## config.mk

```make
export PLATFORM = sky130hd
export DESIGN_NAME = sync_length_checksum_deframer_core
export DESIGN_NICKNAME = d
export VERILOG_FILES = /design/src/hw/rtl/slc_deframer_pkg.sv /design/src/hw/rtl/slc_cfg.sv /design/src/hw/rtl/slc_fsm.sv /design/src/hw/rtl/sync_length_checksum_deframer_core.sv
export SDC_FILE = /design/constraint.sdc
export NUM_CORES = 1
export LEC_CHECK = 0
export BUFFER_PORTS_ARGS = -buffer_cell sky130_fd_sc_hd__buf_2
export CAP_MARGIN = 20
export CORE_MARGIN = 4
export CORE_UTILIZATION = 40
export CTS_CLUSTER_SIZE = 25
export DETAILED_ROUTE_END_ITERATION = 10
export PLACE_DENSITY = 0.6
export SYNTH_ARGS = -nofsm -noshare
export SYNTH_HDL_FRONTEND = slang
export SYNTH_SLANG_ARGS = --single-unit
export TNS_END_PERCENT = 1
```

## constraint.sdc

```tcl
create_clock -name clk -period 9.7 [get_ports clk]
set_input_delay 1.455 -clock clk [delete_from_list [all_inputs] [get_ports clk]]
set_output_delay 1.455 -clock clk [all_outputs]
set_load 0.02 [all_outputs]
```

## src/hw/rtl/slc_deframer_pkg.sv

```systemverilog
`timescale 1ns / 1ps
// ----------------------------------------------------------------------------
// slc_deframer_pkg
// Shared types and constants for the sync/length/sum16 deframer.
// ----------------------------------------------------------------------------
package slc_deframer_pkg;

	localparam int BYTE_W = 8;
	localparam int LEN_W  = 16;
	localparam int IDX_W  = 2;

	typedef enum logic [2:0] {
		PH_HUNT,
		PH_SYNC2,
		PH_TYPE,
		PH_LENHI,
		PH_LENLO,
		PH_DATA,
		PH_SUMHI,
		PH_SUMLO
	} phase_t;

	typedef enum logic [1:0] {
		ST_OK,
		ST_BADSUM,
		ST_LONG
	} status_t;

	typedef enum logic [IDX_W-1:0] {
		REG_SYNC_FIRST,
		REG_SYNC_SECOND,
		REG_MAX_LENGTH
	} reg_idx_t;

	typedef struct packed {
		logic [BYTE_W-1:0] sync_first;
		logic [BYTE_W-1:0] sync_second;
		logic [LEN_W-1:0]  max_length;
	} cfg_t;

	typedef struct packed {
		logic              valid;
		logic [BYTE_W-1:0] data;
		logic [BYTE_W-1:0] ftype;
		logic              last;
		status_t           status;
	} result_t;

	localparam logic [BYTE_W-1:0] SYNC_FIRST_RST  = 8'd170;
	localparam logic [BYTE_W-1:0] SYNC_SECOND_RST = 8'd85;
	localparam logic [LEN_W-1:0]  MAX_LENGTH_RST  = 16'd256;

endpackage

```

## src/hw/rtl/slc_cfg.sv

```systemverilog
`timescale 1ns / 1ps
// ----------------------------------------------------------------------------
// slc_cfg
// Configuration register file: sync bytes and maximum payload length.
// ----------------------------------------------------------------------------
module slc_cfg (
	input  logic                                   clk,
	input  logic                                   arst_n,
	input  logic                                   wr_en,
	input  logic [slc_deframer_pkg::IDX_W-1:0]     wr_index,
	input  logic [slc_deframer_pkg::LEN_W-1:0]     wr_data,
	output slc_deframer_pkg::cfg_t                 cfg
);
	import slc_deframer_pkg::*;

	cfg_t cfg_q;

	always_ff @(posedge clk or negedge arst_n) begin
		if (!arst_n) begin
			cfg_q.sync_first  <= SYNC_FIRST_RST;
			cfg_q.sync_second <= SYNC_SECOND_RST;
			cfg_q.max_length  <= MAX_LENGTH_RST;
		end else if (wr_en) begin
			case (wr_index)
				REG_SYNC_FIRST:  cfg_q.sync_first  <= wr_data[BYTE_W-1:0];
				REG_SYNC_SECOND: cfg_q.sync_second <= wr_data[BYTE_W-1:0];
				REG_MAX_LENGTH:  cfg_q.max_length  <= wr_data;
				default: ;
			endcase
		end
	end

	assign cfg = cfg_q;

endmodule

```

## src/hw/rtl/slc_fsm.sv

```systemverilog
`timescale 1ns / 1ps
// ----------------------------------------------------------------------------
// slc_fsm
// Frame phase tracker: sync hunt, header capture, payload sum and check.
// ----------------------------------------------------------------------------
module slc_fsm (
	input  logic                                   clk,
	input  logic                                   arst_n,
	input  logic                                   step,
	input  logic [slc_deframer_pkg::BYTE_W-1:0]    rx_byte,
	input  slc_deframer_pkg::cfg_t                 cfg,
	output slc_deframer_pkg::result_t              res
);
	import slc_deframer_pkg::*;

	phase_t            phase_q, phase_d;
	logic [BYTE_W-1:0] type_q, type_d;
	logic [LEN_W-1:0]  len_q, len_d;
	logic [LEN_W-1:0]  seen_q, seen_d;
	logic [LEN_W-1:0]  sum_q, sum_d;
	logic [BYTE_W-1:0] sumhi_q, sumhi_d;
	logic [LEN_W-1:0]  len_full;
	logic [LEN_W-1:0]  seen_inc;
	logic [LEN_W-1:0]  sum_inc;

	always_ff @(posedge clk or negedge arst_n) begin
		if (!arst_n) begin
			phase_q <= PH_HUNT;
			type_q  <= '0;
			len_q   <= '0;
			seen_q  <= '0;
			sum_q   <= '0;
			sumhi_q <= '0;
		end else if (step) begin
			phase_q <= phase_d;
			type_q  <= type_d;
			len_q   <= len_d;
			seen_q  <= seen_d;
			sum_q   <= sum_d;
			sumhi_q <= sumhi_d;
		end
	end

	assign len_full = {len_q[LEN_W-1:BYTE_W], rx_byte};
	assign seen_inc = seen_q + LEN_W'(1);
	assign sum_inc  = sum_q + {{(LEN_W-BYTE_W){1'b0}}, rx_byte};

	always_comb begin
		phase_d    = phase_q;
		type_d     = type_q;
		len_d      = len_q;
		seen_d     = seen_q;
		sum_d      = sum_q;
		sumhi_d    = sumhi_q;
		res.valid  = 1'b0;
		res.data   = '0;
		res.ftype  = type_q;
		res.last   = 1'b0;
		res.status = ST_OK;
		case (phase_q)
			PH_HUNT: begin
				if (rx_byte == cfg.sync_first)
					phase_d = PH_SYNC2;
			end
			PH_SYNC2: begin
				phase_d = (rx_byte == cfg.sync_second) ? PH_TYPE : PH_HUNT;
			end
			PH_TYPE: begin
				type_d  = rx_byte;
				phase_d = PH_LENHI;
			end
			PH_LENHI: begin
				len_d   = {rx_byte, {BYTE_W{1'b0}}};
				phase_d = PH_LENLO;
			end
			PH_LENLO: begin
				len_d  = len_full;
				sum_d  = '0;
				seen_d = '0;
				if (len_full > cfg.max_length) begin
					phase_d    = PH_HUNT;
					res.valid  = 1'b1;
					res.last   = 1'b1;
					res.status = ST_LONG;
				end else begin
					phase_d = (len_full == '0) ? PH_SUMHI : PH_DATA;
				end
			end
			PH_DATA: begin
				sum_d     = sum_inc;
				seen_d    = seen_inc;
				if (seen_inc >= len_q)
					phase_d = PH_SUMHI;
				res.valid = 1'b1;
				res.data  = rx_byte;
			end
			PH_SUMHI: begin
				sumhi_d = rx_byte;
				phase_d = PH_SUMLO;
			end
			PH_SUMLO: begin
				phase_d    = PH_HUNT;
				res.valid  = 1'b1;
				res.last   = 1'b1;
				res.status = ({sumhi_q, rx_byte} == sum_q) ? ST_OK : ST_BADSUM;
			end
			default: begin
				phase_d = PH_HUNT;
			end
		endcase
	end

endmodule

```

## src/hw/rtl/sync_length_checksum_deframer_core.sv

```systemverilog
`timescale 1ns / 1ps
// ----------------------------------------------------------------------------
// sync_length_checksum_deframer_core
// Byte-stream deframer: sync pair, type, 16-bit length, payload, sum16 check.
// ----------------------------------------------------------------------------
// Takes one stream byte per clock cycle while in_stall is low and delivers
// each payload byte with its frame type, plus one end-of-frame status
// request per frame (ok, bad checksum, or length above max_length). A byte
// passes through an input register, the phase/sum update logic and an
// output register that drives out_valid; the result is taken in a cycle
// with out_stall low. Throughput is one byte per cycle while the output is
// not held. A held output stalls the input only once the input register is
// also full. Configuration writes take effect on the next cycle and are
// meant to be issued while the block is idle.
module sync_length_checksum_deframer_core (
	input  logic                                   clk,
	input  logic                                   arst_n,
	input  logic                                   wr_en,
	input  logic [slc_deframer_pkg::IDX_W-1:0]     wr_index,
	input  logic [slc_deframer_pkg::LEN_W-1:0]     wr_data,
	input  logic                                   in_valid,
	output logic                                   in_stall,
	input  logic [slc_deframer_pkg::BYTE_W-1:0]    in_byte,
	output logic                                   out_valid,
	input  logic                                   out_stall,
	output logic [slc_deframer_pkg::BYTE_W-1:0]    payload_byte,
	output logic [slc_deframer_pkg::BYTE_W-1:0]    frame_type,
	output logic                                   frame_end,
	output logic [1:0]                             frame_status
);
	import slc_deframer_pkg::*;

	cfg_t              cfg;
	result_t           res;
	logic              valid_s1;
	logic [BYTE_W-1:0] byte_s1;
	logic              accept;
	logic              advance;
	logic              out_valid_q;
	logic [BYTE_W-1:0] data_q;
	logic [BYTE_W-1:0] ftype_q;
	logic              last_q;
	status_t           status_q;

	slc_cfg u_cfg (
		.clk      (clk),
		.arst_n   (arst_n),
		.wr_en    (wr_en),
		.wr_index (wr_index),
		.wr_data  (wr_data),
		.cfg      (cfg)
	);

	slc_fsm u_fsm (
		.clk     (clk),
		.arst_n  (arst_n),
		.step    (advance),
		.rx_byte (byte_s1),
		.cfg     (cfg),
		.res     (res)
	);

	assign advance  = valid_s1 && !(out_valid_q && out_stall);
	assign in_stall = valid_s1 && !advance;
	assign accept   = in_valid && !in_stall;

	// input register
	always_ff @(posedge clk or negedge arst_n) begin
		if (!arst_n) begin
			valid_s1 <= 1'b0;
		end else if (accept) begin
			valid_s1 <= 1'b1;
		end else if (advance) begin
			valid_s1 <= 1'b0;
		end
	end

	always_ff @(posedge clk) begin
		if (accept)
			byte_s1 <= in_byte;
	end

	// result register
	always_ff @(posedge clk or negedge arst_n) begin
		if (!arst_n) begin
			out_valid_q <= 1'b0;
		end else if (!out_valid_q || !out_stall) begin
			out_valid_q <= advance && res.valid;
		end
	end

	always_ff @(posedge clk) begin
		if (advance && res.valid) begin
			data_q   <= res.data;
			ftype_q  <= res.ftype;
			last_q   <= res.last;
			status_q <= res.status;
		end
	end

	assign out_valid    = out_valid_q;
	assign payload_byte = data_q;
	assign frame_type   = ftype_q;
	assign frame_end    = last_q;
	assign frame_status = status_q;

endmodule

```

==> results of run 1 <==
-- metrics by stage --
step | area [µm²] | cells | total power, mW | utilization (%) | worst slack, ns
floorplan | 6650 | 607 | 1.27 | - | 6.52
global placement | 7140 | 857 | 1.42 | 44.3 | 6.33
detailed placement | 7140 | 857 | 1.45 | 44.3 | 6.30
CTS | 7720 | 889 | 2.09 | 47.9 | 6.32
global route | 7720 | 889 | 2.22 | 47.9 | 6.11
finish | 7720 | 889 | 2.08 | 47.9 | 6.33
-- power breakdown --
group | leakage [nW] | internal [mW] | switching, mW | total (mW)
clock network | 0.271 | 0.386 | 0.243 | 0.629
registers | 1.52 | 0.710 | 0.119 | 0.828
logic | 1.72 | 0.262 | 0.357 | 0.619
total | 3.51 | 1.36 | 0.718 | 2.08
-- synth_stat cells (20+ instances only) --
| cell type | n |
|---|---|
| dfrtp_1 | 92 |
| xnor2_1 | 25 |
| nand2_1 | 46 |
| o21ai_0 | 37 |
| mux2_2 | 46 |
| nand3_1 | 26 |
| clkbuf_1 | 20 |
| edfxtp_1 | 27 |
| a21oi_1 | 26 |
| xor2_1 | 22 |
| inv_1 | 42 |
| nor2_1 | 29 |
| ha_1 | 41 |
-- final cells by class --
cell class                      count  area [µm²]  share of cell area (%)
Timing Repair Buffer               56         295                    3.83
Multi-Input combinational cell    415        3070                    39.7
Clock inverter                     12         134                    1.73
Tap cell                          216         270                    3.50
Inverter                           42         158                    2.04
Sequential cell                   128        3350                    43.4
Clock buffer                       20         447                    5.79
-- worst paths after layout --
kind	start	end	slack (ns)	cells after the start
max reg2reg	u_fsm.seen_q[2]	u_fsm.phase_q[0]	6.45	11
max	out_stall	in_stall	6.33	4
min reg2reg	u_fsm.type_q[4]	frame_type[4]	0.44	0
max in group asynchronous	arst_n	u_fsm.seen_q[5]	7.52	2
min	u_fsm.type_q[4]	frame_type[4]	0.44	0
min in group asynchronous	arst_n	u_fsm.type_q[3]	1.05	1
-- critical path: stages --
cell     delay (ns)
buf_2          0.13
nand3_1        0.12
inv_1          0.07
buf_2          0.15
-- flip-flops by register name (all words and copies together) (netlist names) --
| signal | count |
|---|---|
| u_cfg.cfg | 32 |
| out_valid | 1 |
| frame_end | 1 |
| frame_status | 2 |
| u_fsm.type_q | 8 |
| u_fsm.seen_q | 16 |
| payload_byte | 8 |
| u_fsm.len_q | 16 |
| u_fsm.sum_q | 16 |
| byte_s1 | 8 |
| valid_s1 | 1 |
| u_fsm.sumhi_q | 8 |
| frame_type | 8 |
| u_fsm.phase_q | 3 |
-- cells by family (layout without fill, tap and decap cells) --
kind of cell,count (synthesis),count (layout),synth area share (%)
and+or+nand+nor,166,166,13.0
muxes,46,46,7.78
xor gates and xnor gates,47,47,6.19
DFF,128,128,50.3
adders and majority gates,42,42,8.01
buffers and inverters,64,130,3.65
AOI/OAI and AO/OA,114,114,11.0
-- per-layer routing --
metal  wire length (µm)  global-route usage [%]  up-vias
met5                  0                       0        -
met4                134                    3.94        0
met2               7140                    27.7       95
met3                671                    4.93       10
li1                   -                       -     2280
met1               7110                    23.0     2341
==> results.tsv, run 1 <==
stage	metric	value	unit
drt	average routed wire per standard cell	16.9	µm
final_layout	fillcell total	1511	
sta	# setup viols final	0	
yosys	number of flops mapped to enable cells by yosys	27	
clock_network	htree depth	4	
yosys	top cell type's share of synthesized area	34.6	%
critical_path	critical path launch point type	primary input	
clock_network	Clock Path Buffers	2	
floorplan	die height	137	µm
clock_network	Reg clk slew, reported paths	0.06	ns
sta	Fmax	297	MHz
drt	Via density	5.32	
floorplan	die area	18800	µm²
place	Port Buffer Count	51	
yosys	Avg Cell Area, Syn	11.0	µm²
drt	ANT nets after route	0	
critical_path	Req. time, crit path	8.25	ns
drt	DRT Wirelength	15100	µm
yosys	#FFs+latches synth	128	
yosys	synth unique cells	52	
yosys	synth warn	0	
clock_network	clk_lat worst skew	0.42	ns
yosys	synthesized area	6650	µm²
clock_network	CTS Buf Count	17	
sta	final setup TNS	0	ns
clock_network	TritonCTS clock tree	yes	
yosys	Seq/Total Area, Yosys	50.3	%
critical_path	worst path arrival time	1.92	ns
place	post-DP HPWL	10500	µm
sta	final hold vios	0	
global_routing	GR Overflow Total	0	
final_layout	fin nets	733	
sta	Slew Viols, Final	0	
final_layout	# diodes	0	
critical_path	CP Class	in -> out	
floorplan	Cell Rows	46	
clock_network	CTS sink count	128	
clock_network	hold_buf cts	0	
global_routing	initial antenna violation count	0	
drt	DRC	0	
final_layout	area grow syn2layout	16.0	%
final_layout	most common cell after layout, fill and taps aside	dfrtp_1	
drt	First DRT Iteration DRCs	311	
pwr	power per cell area	269	nW/µm²
sta	part of the cycle the worst path needs	34.8	%
sta	RSZ-0062 raised after global routing	no	
sta	Final Critical Period	3.37	ns
sta	Fin Hold WS	0.444	ns
yosys	Main synth FF type	dfrtp_1	
clock_network	Setup Fix Bufs, Post-CTS	0	
clock_network	Gates resized, CTS repair	0	
final_layout	commonest non-fill, non-tap cells in the layout	dfrtp_1 (92), buf_2 (50), nand2_1 (46), mux2_2 (46), inv_1 (42)	
final_layout	share of layout cells above drive strength 1	22.0	%
floorplan	Initial Utilization	41.3	%
floorplan	IO Count	52	
yosys	Post-Synthesis Cells	607	
clock_network	Root Buffer	clkbuf_16	
sta	Slew @ Worst Pin	0.993	ns
drt	Vias	4726	
sta	Worst Clk Skew	0.0105	ns
drt	DR pass1 iterations	7	
flow_run	Max-Cap Viols	0	
floorplan	die width	137	µm
global_routing	number of global-route vias before repair	4837	
run_status	status	finished clean	
place	gpl congestion	0.830	
yosys	fraction of registers with async set/reset	78.9	%
worst_hold_path	Worst Hold Class	reg -> reg	
yosys	ranking of synthesized cells by area	dfrtp_1 (35%), edfxtp_1 (12%), mux2_2 (7.8%), ha_1 (7.7%), dfstp_2 (3.6%)	
pwr	peak supply drop	140	µV
sta	max_slew headroom	33.6	%
floorplan	Core Box Area	16100	µm²
yosys	syn nets	680	
critical_path	crit-path max FO	3	
yosys	top cell type by total area after synthesis	dfrtp_1	
global_routing	first-pass GRT wire length	24900	µm
critical_path	Critical Path End Type	output port	
global_routing	Tot GR Track Use	17.2	%
pwr	Leakage	3.51	nW
global_routing	largest net degree at the start of global routing	54	
(Power assumes the default switching activity.)
==> run 2, diff against run 1 <==
PLACE_DENSITY = 0.62   (was 0.6)
clock period = 2.8 ns   (was 9.7 ns; I/O delays follow)
==> run 2 against run 1 <==
Via count grew 3.8%. Cell count grew 3.1%. Largest power group unchanged. Largest cell class unchanged. Clock skew down 0.0030 ns. Critical path depth is 8 higher. Register-to-register slack got worse by 6.3 ns. Utilization rose by 2.1 points. Combinational power increased to 3.9 times the previous value. Clock power increased to 3.6 times the previous value. Flip-flop and latch count is the same. Sequential share of layout area is 1.8 points lower. Highest routed layer unchanged.
==> results.tsv, run 2 (synthesis gave the netlist of run 1 again) <==
stage	metric	value	unit	change
sta	final setup TNS	0	ns	unchanged
final_layout	max reg flops	32		unchanged
global_routing	initial antenna violation count	0		unchanged
clock_network	Reg clk slew, reported paths	0.06	ns	about the same
sta	part of the cycle the worst path needs	96.3	%	
final_layout	fin area	8060	µm²	+4.5%
place	post-DP HPWL	11100	µm	+6.0%
clock_network	CTS Buf Count	17		unchanged
worst_hold_path	Worst Hold Class	in -> async		
drt	DRC	0		unchanged
global_routing	number of global-route vias before repair	5099		+5.4%
sta	Fmax	371	MHz	
critical_path	CP Class	reg -> reg		
floorplan	Initial Utilization	41.3	%	unchanged
final_layout	most common cell after layout, fill and taps aside	dfrtp_1		
final_layout	share of layout cells above drive strength 1	27.8	%	+5.8 points
sta	Final Critical Period	2.70	ns	
drt	ANT nets after route	0		unchanged
floorplan	die width	137	µm	unchanged
critical_path	Req. time, crit path	3.09	ns	-5.16 ns
sta	# setup viols final	0		unchanged
global_routing	first-pass GRT wire length	26100	µm	+4.7%
clock_network	htree depth	4		unchanged
final_layout	commonest non-fill, non-tap cells in the layout	dfrtp_1 (91), buf_2 (50), mux2_2 (46)		
flow_run	Max-Cap Viols	0		unchanged
global_routing	GR Overflow Total	0		unchanged
drt	DRT Wirelength	15700	µm	+4.1%
sta	max_slew headroom	41.0	%	+7.4 points
sta	post-route setup slack	0.103	ns	-6.23 ns
clock_network	Clock Path Buffers	2		unchanged
place	dpl ws	-0.0970	ns	-6.40 ns
place	Port Buffer Count	51		unchanged
critical_path	worst path arrival time	2.99	ns	+1.07 ns
critical_path	Critical Path End Type	register		
final_layout	area grow syn2layout	21.2	%	
floorplan	Core Box Area	16100	µm²	unchanged
pwr	Leakage	3.72	nW	+6.0%
sta	Worst Clk Skew	0.00755	ns	-0.00299 ns
drt	First DRT Iteration DRCs	321		+3.2%
pwr	peak supply drop	500	µV	+260%
final_layout	Layout Utilization	50.0	%	+2.1 points
clock_network	TritonCTS clock tree	yes		
drt	Via density	5.35		+0.60%
global_routing	Tot GR Track Use	18.0	%	+0.77 points
drt	Vias	4904		+3.8%
floorplan	die area	18800	µm²	unchanged
drt	average routed wire per standard cell	17.1	µm	+0.90%
place	gpl congestion	0.798		-3.8%
critical_path	critical path launch point type	register		
global_routing	largest net degree at the start of global routing	48		-11%
clock_network	clk_lat worst skew	0.42	ns	about the same
pwr	total power	7.49	mW	+260%
floorplan	die height	137	µm	unchanged
floorplan	Cell Rows	46		unchanged
sta	Slew @ Worst Pin	0.882	ns	-0.111 ns
place	dpl cell area	7320	µm²	+2.6%
pwr	power per cell area	928	nW/µm²	+250%
sta	Slew Viols, Final	0		unchanged
sta	final hold vios	0		unchanged
final_layout	fin nets	761		+3.8%
drt	DR pass1 iterations	5		-2
clock_network	Root Buffer	clkbuf_16		
critical_path	crit-path max FO	5		+2
final_layout	# diodes	0		unchanged
floorplan	IO Count	52		unchanged
clock_network	hold_buf cts	0		unchanged
clock_network	CTS sink count	128		unchanged
final_layout	fillcell total	1480		-2.1%
run_status	status	finished clean		
[run 2: layer usage]
layer	GRT usage, %	routed length (µm)
met5	0	0
met1	24.1	7200
met2	28.3	7400
met3	4.60	806
met4	6.15	259
[run 2: area by class of cell]
type                       count  area, µm²  area share, %
multi-input combinational    415       3150           39.0
sequential                   128       3350           41.6
timing repair buffer          84        531           6.58
inverter                      42        158           1.96
clock inverter                15        181           2.25
clock buffer                  17        425           5.28
tap                          216        270           3.35
[run 2: power breakdown]
part / switching [mW] / total [mW] / internal [mW] / leakage [nW]
clock network: 0.859 / 2.27 / 1.41 / 0.295
logic: 1.36 / 2.40 / 1.05 / 1.91
registers: 0.356 / 2.81 / 2.46 / 1.52
[run 2: worst max-delay path, cell delays in order, from the launching register on]
cell	delay, ns
dfrtp_1	0.41
ha_2	0.23
nand2_2	0.08
nor3_4	0.24
nand3_2	0.17
xnor2_2	0.17
ha_1	0.32
and3_1	0.18
o211ai_1	0.21
o2111ai_2	0.15
a21oi_2	0.22
or3_1	0.16
a21oi_2	0.05
[run 2: final timing paths]
kind / start / to / slack [ns] / depth (start not counted)
worst max-delay path: u_fsm.seen_q[0] / u_fsm.phase_q[0] / 0.10 / 12
worst min-delay path: arst_n / u_fsm.len_q[15] / 0.01 / 1
worst max register to register: u_fsm.seen_q[0] / u_fsm.phase_q[0] / 0.10 / 12
worst min register to register: u_fsm.type_q[3] / frame_type[3] / 0.45 / 0
max in group asynchronous: arst_n / u_cfg.cfg[8] / 1.95 / 2
min in group clk: in_byte[6] / byte_s1[6] / 0.18 / 1
[run 2: through the flow]
step / std cells / hold slack [ns]
after global placement: 878 / 0.427
after floorplan: 607 / 0.124
final: 917 / 0.0137
after CTS: 910 / 0.0198
after detailed placement: 878 / 0.432
after global routing: 917 / 0.0473
[run 2: repair_timing]
item                                    CTS  global route
pin swaps                                 0            11
endpoints found under the setup margin    2             2
setup buffers                             0             7
resized for setup                         2            17
gates cloned                              0             0
==> run 3, diff against run 2 <==
BUFFER_PORTS_ARGS = default   (was -buffer_cell sky130_fd_sc_hd__buf_2)
CELL_PAD_IN_SITES_DETAIL_PLACEMENT = 0   (was default)
CELL_PAD_IN_SITES_GLOBAL_PLACEMENT = 2   (was default)
CORE_UTILIZATION = 38   (was 40)
DONT_BUFFER_PORTS = 1   (was default)
PLACE_DENSITY = 0.78   (was 0.62)
clock period = 2.3 ns   (was 2.8 ns; I/O delays follow)
==> run 3 against run 2 <==
Utilization shrank 1.2 points. Critical endpoint unchanged. Die area up 5.0%. First-iteration DRC count down 1.9%. Non-clock buffer count is 15 higher. Critical path type unchanged. Highest routed layer unchanged. The run now ends with negative hold slack, negative setup slack left. Clock skew is 0.00056 ns lower. Register-to-register slack worse by 0.50 ns.
==> results.tsv, run 3 (synthesis gave the netlist of run 1 again) <==
stage	metric	value	unit	change
place	Port Buffer Count	0		-100%
place	gpl congestion	0.920		+15%
drt	First DRT Iteration DRCs	315		-1.9%
sta	Fmax	371	MHz	about the same
floorplan	die height	140	µm	+2.4%
critical_path	reg-to-reg slack, setup	-0.40	ns	-0.50 ns
sta	max_slew headroom	51.4	%	+10 points
pwr	Psw	3.32	mW	+29%
critical_path	Critical Path End Type	register		
sta	RSZ-0062 raised after global routing	yes		
final_layout	Layout Utilization	48.8	%	-1.2 points
floorplan	Initial Utilization	38.6	%	-2.7 points
drt	average routed wire per standard cell	17.9	µm	+4.9%
pwr	Leakage	3.83	nW	+3.0%
pwr	peak supply drop	615	µV	+23%
global_routing	largest net degree at the start of global routing	102		+110%
final_layout	most common cell after layout, fill and taps aside	buf_4		
pwr	total power	9.44	mW	+26%
critical_path	reg-to-reg startpoint	u_fsm.seen_q[1]		
place	post-DP HPWL	11900	µm	+7.2%
critical_path	CP Class	reg -> reg		
worst_hold_path	Worst Hold Class	in -> async		
clock_network	htree depth	4		unchanged
drt	Vias	4941		+0.75%
clock_network	clk_lat worst skew	0.42	ns	about the same
run_status	status	finished with violations		
critical_path	Critical Path Start	u_fsm.seen_q[1]		
sta	Final Critical Period	2.70	ns	+0.00173 ns
clock_network	CTS sink count	128		unchanged
flow_run	Max-Cap Viols	0		unchanged
pwr	Comb power frac	34.8	%	+2.7 points
sta	final hold vios	101		+101
sta	part of the cycle the worst path needs	117	%	+21 points
sta	post-route setup slack	-0.399	ns	-0.502 ns
global_routing	initial antenna violation count	0		unchanged
floorplan	Core Box Area	17200	µm²	+7.0%
final_layout	commonest non-fill, non-tap cells in the layout	buf_4 (91), dfrtp_1 (90), mux2_2 (46)		
critical_path	worst path arrival time	3.00	ns	about the same
final_layout	area grow syn2layout	26.4	%	
sta	# setup viols final	22		+22
critical_path	Req. time, crit path	2.60	ns	-0.49 ns
pwr	Clock power frac	28.1	%	-2.2 points
clock_network	Root Buffer	clkbuf_16		
pwr	cell-internal power	6.11	mW	+24%
final_layout	fillcell total	1531		+3.4%
critical_path	reg2reg end	u_fsm.phase_q[0]		
clock_network	Clock Path Buffers	2		unchanged
clock_network	TritonCTS clock tree	yes		
critical_path	critical path launch point type	register		
drt	DR pass1 iterations	5		unchanged
drt	Via density	5.25		-1.8%
final_layout	# diodes	0		unchanged
sta	Slew Viols, Final	0		unchanged
sta	Slew @ Worst Pin	0.726	ns	-0.156 ns
global_routing	Tot GR Track Use	17.8	%	-0.14 points
final_layout	multi-input logic area	3270	µm²	+3.8%
run_status	failing checks	negative hold slack, negative setup slack		
critical_path	Worst R2R Path Depth	13		+1
floorplan	die area	19700	µm²	+5.0%
final_layout	fin nets	776		+2.0%
global_routing	GR Overflow Total	0		unchanged
sta	Worst Clk Skew	0.00700	ns	-0.000556 ns
sta	Fin Hold WS	-0.385	ns	-0.399 ns
final_layout	max reg flops	32		unchanged
final_layout	Register Area	3350	µm²	about the same
drt	DRC	0		unchanged
pwr	power per cell area	1120	nW/µm²	+21%
global_routing	first-pass GRT wire length	27500	µm	+5.6%
drt	ANT nets after route	0		unchanged
floorplan	IO Count	52		unchanged
critical_path	crit-path max FO	5		unchanged
global_routing	number of global-route vias before repair	5082		-0.33%
clock_network	CTS Buf Count	17		unchanged
floorplan	die width	140	µm	+2.4%
pwr	Reg power frac	37.1	%	-0.5 points
final_layout	share of layout cells above drive strength 1	31.6	%	+3.7 points
clock_network	Reg clk slew, reported paths	0.06	ns	about the same
floorplan	Cell Rows	48		+4.3%
drt	DRT Wirelength	16900	µm	+7.6%
pwr	switching share of power	35.2	%	+0.87 points
==> run 3: cell count changes in the layout (fill, tap and decap cells not counted), sizes merged <==
| cell | change |
|---|---|
| clkbuf | +1 |
| buf | +10 |
| bufinv | -2 |
| clkinv | -2 |
| dlygate4sd3 | +5 |
| inv | +3 |
==> run 3: worst max-delay path by stage <==
| stage | end | slack, ns |
|---|---|---|
| 6_report | u_fsm.phase_q[0] | -0.40 |
| 5_1_grt | u_fsm.phase_q[0] | -0.55 |
| 4_1_cts | u_fsm.phase_q[0] | -0.40 |
| 3_5_place_dp | u_fsm.phase_q[0] | -0.41 |
| 3_3_place_gp | u_fsm.phase_q[0] | -0.30 |
| 2_1_floorplan | u_fsm.phase_q[0] | -0.21 |
==> run 3: final cells by class <==
class | count | area share (%)
clock inverters | 14 | 1.74
flip-flops and latches | 128 | 39.9
inverters | 42 | 1.87
multi-input cells | 415 | 38.8
well taps | 225 | 3.35
repair buffers | 99 | 9.22
clock buffers | 18 | 5.10
==> run 3: through the flow <==
| step | hold WS (ns) | worst slack [ns] | instances | instance area, µm² | TNS, ns |
|---|---|---|---|---|---|
| floorplan | 0.0494 | -0.205 | 607 | 6750 | -3.90 |
| global placement | 0.0540 | -0.302 | 898 | 7620 | -4.33 |
| detailed placement | 0.0539 | -0.414 | 898 | 7620 | -5.07 |
| CTS | -0.401 | -0.403 | 933 | 8260 | -3.46 |
| global route | -0.408 | -0.551 | 941 | 8410 | -5.12 |
| finish | -0.385 | -0.399 | 941 | 8410 | -3.15 |
==> run 3: power groups by stage <==
stage	registers, mW	clock network, mW	logic, mW
after floorplan	3.42	0	1.99
after global placement	3.50	0	2.99
after detailed placement	3.54	0	3.09
after CTS	3.50	2.71	3.17
after global routing	3.58	2.82	3.68
final	3.50	2.65	3.28
==> run 3: metal layers <==
| metal | part of all wire, % | vias to the layer above | track usage [%] |
|---|---|---|---|
| met5 | 0 | - | 0 |
| met4 | 1.7 | 0 | 5.51 |
| met3 | 3.8 | 19 | 4.13 |
| met2 | 49 | 93 | 28.6 |
| met1 | 46 | 2454 | 24.1 |
| li1 | - | 2375 | - |
==> run 3: critical path, cell delays in order, from the launching register on <==
cell and delay (ns):
dfrtp_1 0.40, buf_6 0.12, ha_4 0.13, nand2_4 0.05, nor3_4 0.22, nand3_2 0.15, xnor2_2 0.16, ha_1 0.33
a21o_1 0.20, o211ai_1 0.19, o2111ai_1 0.15, a21oi_2 0.25, or3_4 0.18, a21oi_2 0.04
==> run 3: what timing repair did <==
item                       4_1_cts  5_1_grt
pin swaps                       15       10
hold endpoints to repair       101      106
setup endpoints to repair       32       34
resized for setup               13       18
setup buffers                    3        3
